--- config.mk ---
export PLATFORM = sky130hd
export DESIGN_NAME = xbd_half_round
export DESIGN_NICKNAME = d
export VERILOG_FILES = /design/src/rtl/core/xtea_block_decipher_macros.svh /design/src/rtl/core/xbd_pkg.sv /design/src/rtl/core/xbd_half_round.sv
export SDC_FILE = /design/constraint.sdc
export NUM_CORES = 1
export LEC_CHECK = 0
export ABC_AREA = 1
export BUFFER_PORTS_ARGS = -buffer_cell sky130_fd_sc_hd__buf_2
export CAP_MARGIN = 40
export CORE_MARGIN = 3
export CORE_UTILIZATION = 60
export CTS_BUF_LIST = sky130_fd_sc_hd__clkbuf_4 sky130_fd_sc_hd__clkbuf_8
export DETAILED_ROUTE_END_ITERATION = 8
export PLACE_DENSITY = 0.95
export SLEW_MARGIN = 20
export SYNTH_ARGS = -nofsm -noshare
export SYNTH_HDL_FRONTEND = slang
export SYNTH_SLANG_ARGS = --single-unit
--- constraint.sdc ---
create_clock -name clk -period 1.25 [get_ports clk]
set_input_delay 0.0625 -clock clk [delete_from_list [all_inputs] [get_ports clk]]
set_output_delay 0.0625 -clock clk [all_outputs]
set_load 0.005 [all_outputs]
--- src/rtl/core/xtea_block_decipher_macros.svh ---
// Assertion macros shared by the XTEA block decipher RTL.
`ifndef XTEA_BLOCK_DECIPHER_MACROS_SVH
`define XTEA_BLOCK_DECIPHER_MACROS_SVH

// Checks that a condition in one cycle is followed by a consequence in the next cycle.
`define XBD_ASSERT_NEXT(lbl, ante, cons, msg) \
    lbl: assert property (@(posedge clk) disable iff (!rst_n) (ante) |=> (cons)) \
        else $error(msg);

// Checks that a condition implies a consequence in the same cycle.
`define XBD_ASSERT_NOW(lbl, ante, cons, msg) \
    lbl: assert property (@(posedge clk) disable iff (!rst_n) (ante) |-> (cons)) \
        else $error(msg);

`endif

--- src/rtl/core/xbd_pkg.sv ---
// Types and constants shared by the XTEA block decipher pipeline.
package xbd_pkg;

    localparam int WORD_W = 32;

    typedef logic [WORD_W-1:0] word_t;
    typedef logic [1:0]        key_idx_t;

    localparam int    KEY_COUNT = 4;
    localparam word_t XBD_DELTA = 32'h9E37_79B9;

    // Configuration register indexes.
    localparam key_idx_t KEY_WORD_0 = 2'd0;
    localparam key_idx_t KEY_WORD_1 = 2'd1;
    localparam key_idx_t KEY_WORD_2 = 2'd2;
    localparam key_idx_t KEY_WORD_3 = 2'd3;

endpackage

--- src/rtl/core/xbd_half_round.sv ---
// One pipeline stage of the XTEA decipher: a single half-round with a fixed sum.
module xbd_half_round #(
    parameter logic [31:0] SUM      = 32'h0000_0000,
    parameter bit          UPDATE_Y = 1'b0
) (
    input  logic          clk,
    input  logic          rst_n,
    input  logic          en,
    input  logic          in_valid,
    input  xbd_pkg::word_t in_y,
    input  xbd_pkg::word_t in_z,
    input  xbd_pkg::word_t key_word,
    output logic          out_valid,
    output xbd_pkg::word_t out_y,
    output xbd_pkg::word_t out_z
);
    import xbd_pkg::*;

    logic  valid_reg;
    word_t y_reg;
    word_t z_reg;
    word_t src;
    word_t dst;
    word_t mix;
    word_t round_key;
    word_t dst_next;

    // The word that feeds the mix function and the word that is updated.
    assign src = UPDATE_Y ? in_z : in_y;
    assign dst = UPDATE_Y ? in_y : in_z;

    // Mix, key addition and subtraction of one half-round.
    assign mix       = ((src << 4) ^ (src >> 5)) + src;
    assign round_key = SUM + key_word;
    assign dst_next  = dst - (mix ^ round_key);

    // Valid bit travels with the item and holds during a stall.
    always_ff @(posedge clk or negedge rst_n)
    begin
        if (!rst_n)
        begin
            valid_reg <= 1'b0;
        end
        else if (en)
        begin
            valid_reg <= in_valid;
        end
    end

    // Payload registers load only when the pipeline advances.
    always_ff @(posedge clk)
    begin
        if (en)
        begin
            y_reg <= UPDATE_Y ? dst_next : in_y;
            z_reg <= UPDATE_Y ? in_z : dst_next;
        end
    end

    assign out_valid = valid_reg;
    assign out_y     = y_reg;
    assign out_z     = z_reg;

endmodule

==> results of run 1 <==
-- synthesized netlist by cell type (all sizes together), types with 2 or more instances --
library cell / n / area (um^2)
a21boi: 2 / 15.0
a21o: 7 / 52.6
a21oi: 62 / 314
and2: 3 / 23.8
edfxtp: 64 / 1920
fa: 2 / 40.0
ha: 66 / 826
inv: 108 / 405
nand2: 263 / 1040
nand3: 44 / 235
nand3b: 5 / 37.5
nand4: 10 / 62.6
nor2: 89 / 349
nor3: 9 / 55.1
nor4: 3 / 18.8
o211ai: 2 / 15.0
o21a: 7 / 52.6
o21ai: 23 / 123
o21bai: 8 / 63.8
or2: 3 / 21.3
xnor2: 23 / 201
xor2: 67 / 587
-- cell families after synthesis --
| logic type | after synthesis | share of synthesized area [%] |
|---|---|---|
| buffers and inverters | 108 | 6.21 |
| AND/OR/NAND/NOR | 430 | 28.4 |
| AO/OA/AOI/OAI | 114 | 10.1 |
| XOR/XNOR | 90 | 12.1 |
| adder cells (fa/ha/maj) | 68 | 13.3 |
| multiplexers | 1 | 0.172 |
| flip-flops | 65 | 29.8 |
-- stage by stage --
stage / TNS [ns] / cells / setup slack, ns / util, %
2_1_floorplan: -32.97 / 876 / -1.38 / -
3_3_place_gp: -47.67 / 1341 / -1.90 / 86.4
3_5_place_dp: -52.97 / 1341 / -2.08 / 86.4
==> impl_metrics.toml, run 1 <==
[synth]
syn_avg_cell_area_um2 = 7.45
synth_ff_type = "edfxtp_1"
yosys_register_bits = 65
async_reset_ff_share_pct = 1.54
synth.distinct_cells = 40
syn_area_mm2 = 0.00653
yosys_warnings = 0
synth_edf_count = 64
synthesis.nets = 1044
syn_inst = 876
seq_area_frac_synth_pct = 29.8

[placed_design]
dpl_cell_area_mm2 = 0.00904
gp_congestion = 0.993
io_buffers = 164
dp_hpwl_mm = 19.7

[clock_network]
post_cts_buffers = 82
cts_root_buf = "clkbuf_8"
clk_path_buf_depth = 2
holdBufCountCts = 20
cts_resized = 465
numCtsBuffers = 9
h-tree-depth = 3
cts.sinks = 65

[floorplanning]
num_rows = 37
die_h_um = 110
die_x_um = 110
initial_core_util_pct = 62.4
ios = 165

[outcome]
status = "stopped before the end"
haltStage = "4_1_cts"
firstError = "[ERROR DPL-0038] Utilization greater than 100%, impossible to legalize"
==> inputs of run 2 (changes only) <==
--- a/config.mk
+++ b/config.mk
@@ -9,10 +9,9 @@
 export BUFFER_PORTS_ARGS = -buffer_cell sky130_fd_sc_hd__buf_2
 export CAP_MARGIN = 40
 export CORE_MARGIN = 3
-export CORE_UTILIZATION = 60
-export CTS_BUF_LIST = sky130_fd_sc_hd__clkbuf_4 sky130_fd_sc_hd__clkbuf_8
+export CORE_UTILIZATION = 40
 export DETAILED_ROUTE_END_ITERATION = 8
-export PLACE_DENSITY = 0.95
+export PLACE_DENSITY_LB_ADDON = 0.15
 export SLEW_MARGIN = 20
 export SYNTH_ARGS = -nofsm -noshare
 export SYNTH_HDL_FRONTEND = slang
==> run 2 against run 1 <==
Against the previous run:
- area after synthesis is the same
- the flow now finishes, with violations (negative setup slack)
- synthesized cell count unchanged
==> impl_metrics.toml, run 2 <==
[synth]
synthSimpleGateAreaFrac_pct = 28.4
syn_inst = 876
synth.distinct_cells = 40
post-synth-top-count-cell = "nand2_1"
yosys_register_bits = 65
yosys_warnings = 0
synthMuxAreaShare_pct = 0.172
syn_avg_cell_area_um2 = 7.45
synthTopCellsByArea = "edfxtp_1 (29%), nand2_1 (14%), ha_1 (13%)"
synth_compound_area_share_pct = 10.1
synth_top_family_by_area = "simple AND/OR/NAND/NOR gates"
yosys.area.top_type = "edfxtp_1"
yosys.area.top_type_share_pct = 29.4
seq_area_frac_synth_pct = 29.8
async_reset_ff_share_pct = 1.54
syn_area_mm2 = 0.00653
synthesis.nets = 1044
synth_common_cells = "nand2_1 (245), inv_1 (103), nor2_1 (83)"
synth_edf_count = 64
synth_xor_area_share_pct = 12.1
synth_adder_area_share_pct = 13.3
synth_ff_type = "edfxtp_1"

[outcome]
violations = "negative setup slack"
status = "complete, but fails checks"

[floorplanning]
die_h_um = 134
initial_core_util_pct = 41.0
die_area_mm2 = 0.0179
ios = 165
die_x_um = 134
core-area_mm2 = 0.0159
num_rows = 46

[run]
cap_viol_max_count = 0

[setup_path]
critPathRequiredTime_ns = 1.37
cp_max_fo = 4
path_class = "in2reg"
arrival_ns = 2.94
cp-start-kind = "input pin"
cp-end-kind = "flop"

[global_route]
met3_usage_pct = 3.19
gr-usage-met2_pct = 45.5
grt_pass1_vias = 7211
use_met1_pct = 31.3
grt_pass1_wl_mm = 35.4
grt-ovfl-total = 0
top_usage_layer = "met2"
grt_max_degree = 32
antenna_found_initial = 1
track_usage_pct = 25.2

[power]
total_power_mw = 19.9
p_sw_mw = 8.40
intPower_mw = 11.5
p_per_area_mw_per_mm2 = 1570
combPwrFrac_pct = 69.0
ir_worst_vdd_mv = 0.901
sw_frac_of_total_pct = 42.3
seqPwrFrac_pct = 16.5
p_leak_nw = 5.74
clkPwrFrac_pct = 14.5

[timing]
max_slew.worst_pin.slew_ns = 0.680
setup_violations = 31
period_minus_slack_ns = 2.82
setup_ws_ns = -1.57
finalClockSkew_ns = 0
maxSlewViolCount = 0
max_freq_mhz = 355
grt_setup_unrepaired = "true"
post-route-period-util_pct = 226
hold_ws_ns = 0.00454
timing.slew.headroom_pct = 54.4
hold_viol_final = 0

[routing]
drt.antenna.violating_nets = 0
drt-total-wl_mm = 30.1
dr.pass1.iters = 6
routed_via_density = 5.35
drt_iter0_drc = 632
vias = 8235
drc = 0
wl_per_cell_um = 19.6

[clock_network]
cts_root_buf = "clkbuf_16"
clk_latency_ns = 0.36
cts.sinks = 65
numCtsBuffers = 9
cts.clk_slew.worst_paths_ns = 0.07
clk_path_buf_depth = 2
h-tree-depth = 3
cts_tree = "yes"

[cells_and_area]
final_core_util_pct = 79.3
n_fill_cell = 935
final_nets = 1485
final_common_cell = "buf_4"
layout.cells.most_common_list = "buf_4 (212), buf_2 (143), nand2_1 (139), nand2_2 (90), inv_1 (76)"
synthToLayoutAreaGrowth_pct = 93.5
drive_gt1_share_pct = 62.7

[placed_design]
place_ws_ns = -2.00
dp_hpwl_mm = 17.5
io_buffers = 164
gp_congestion = 0.927

[min_path]
hp-class = "in2reg"
[run 2: kinds of logic after synthesis]
| kind of cell | Yosys count |
|---|---|
| mux | 1 |
| simple gates | 430 |
| fa+ha+maj | 68 |
| xor+xnor | 90 |
| compound gates | 114 |
| buf+inv | 108 |
| flops | 65 |
[run 2: stage by stage]
step / instances / TNS [ns] / instance area (um^2)
after floorplan: 876 / -32.97 / 6770
after global placement: 1429 / -50.43 / 9190
after detailed placement: 1429 / -50.77 / 9190
after CTS: 1492 / -35.90 / 10800
after global routing: 1539 / -42.22 / 12600
final: 1539 / -39.88 / 12600
[run 2: final timing paths]
path | startpoint | to | slack (ns) | cells past startpoint
setup / recovery | in_y[5] | out_z[17] | -1.57 | 21
hold reg to reg | out_valid | out_valid | 0.50 | 1
hold / removal | in_y[11] | out_y[11] | 0.005 | 2
setup reg to reg | out_valid | out_valid | 0.52 | 1
min in group asynchronous | rst_n | out_valid | 0.01 | 2
max in group asynchronous | rst_n | out_valid | 1.16 | 2
[run 2: final cells by class]
cell class	instances	area (um^2)	area share, %
flip-flops and latches	65	1950	15.4
clock buffers	9	225	1.78
repair buffers	430	3240	25.6
clock inverters	7	101	0.802
multi-input cells	703	6430	50.9
well taps	216	270	2.14
inverters	108	423	3.35
diodes	1	2.50	0.0198
[run 2: critical path, stage by stage]
cell and delay (ns):
buf_12 0.09, ha_4 0.14, inv_2 0.04, fa_2 0.35
inv_2 0.07, nand3_2 0.08, nand2_4 0.12, inv_2 0.05
o21ai_4 0.22, nand2_1 0.12, nand2_2 0.13, xor2_2 0.25
ha_4 0.28, a21oi_4 0.15, o21a_1 0.17, o21a_1 0.14
nand2_2 0.13, nand2_2 0.14, nand2_2 0.06, nand2_2 0.08
nand2_2 0.06
[run 2: layer usage]
| metal | routed length (um) | part of all wire [%] | vias up |
|---|---|---|---|
| li1 | - | - | 3761 |
| met5 | 0 | 0 | - |
| met4 | 1240 | 4.1 | 0 |
| met2 | 15600 | 52 | 402 |
| met1 | 11400 | 38 | 3957 |
| met3 | 1920 | 6.4 | 115 |
[run 2: power by group through the flow]
stage               logic (mW)  registers, mW  clock network, mW
floorplan                 4.67           3.42                  0
global placement          8.36           3.32                  0
detailed placement        8.45           3.32                  0
CTS                       10.3           3.28               2.87
global route              14.5           3.31               3.01
finish                    13.7           3.28               2.88
[run 2: what timing repair did]
action / in CTS / in global routing
pin swaps: 86 / 186
gates cloned: 0 / 0
hold endpoints to repair: 13 / 2
endpoints found under the setup margin: 31 / 31
resized for setup: 206 / 340
hold buffers: 13 / 2
setup buffers: 38 / 48
Note: power is estimated with default switching activity, not from simulation.
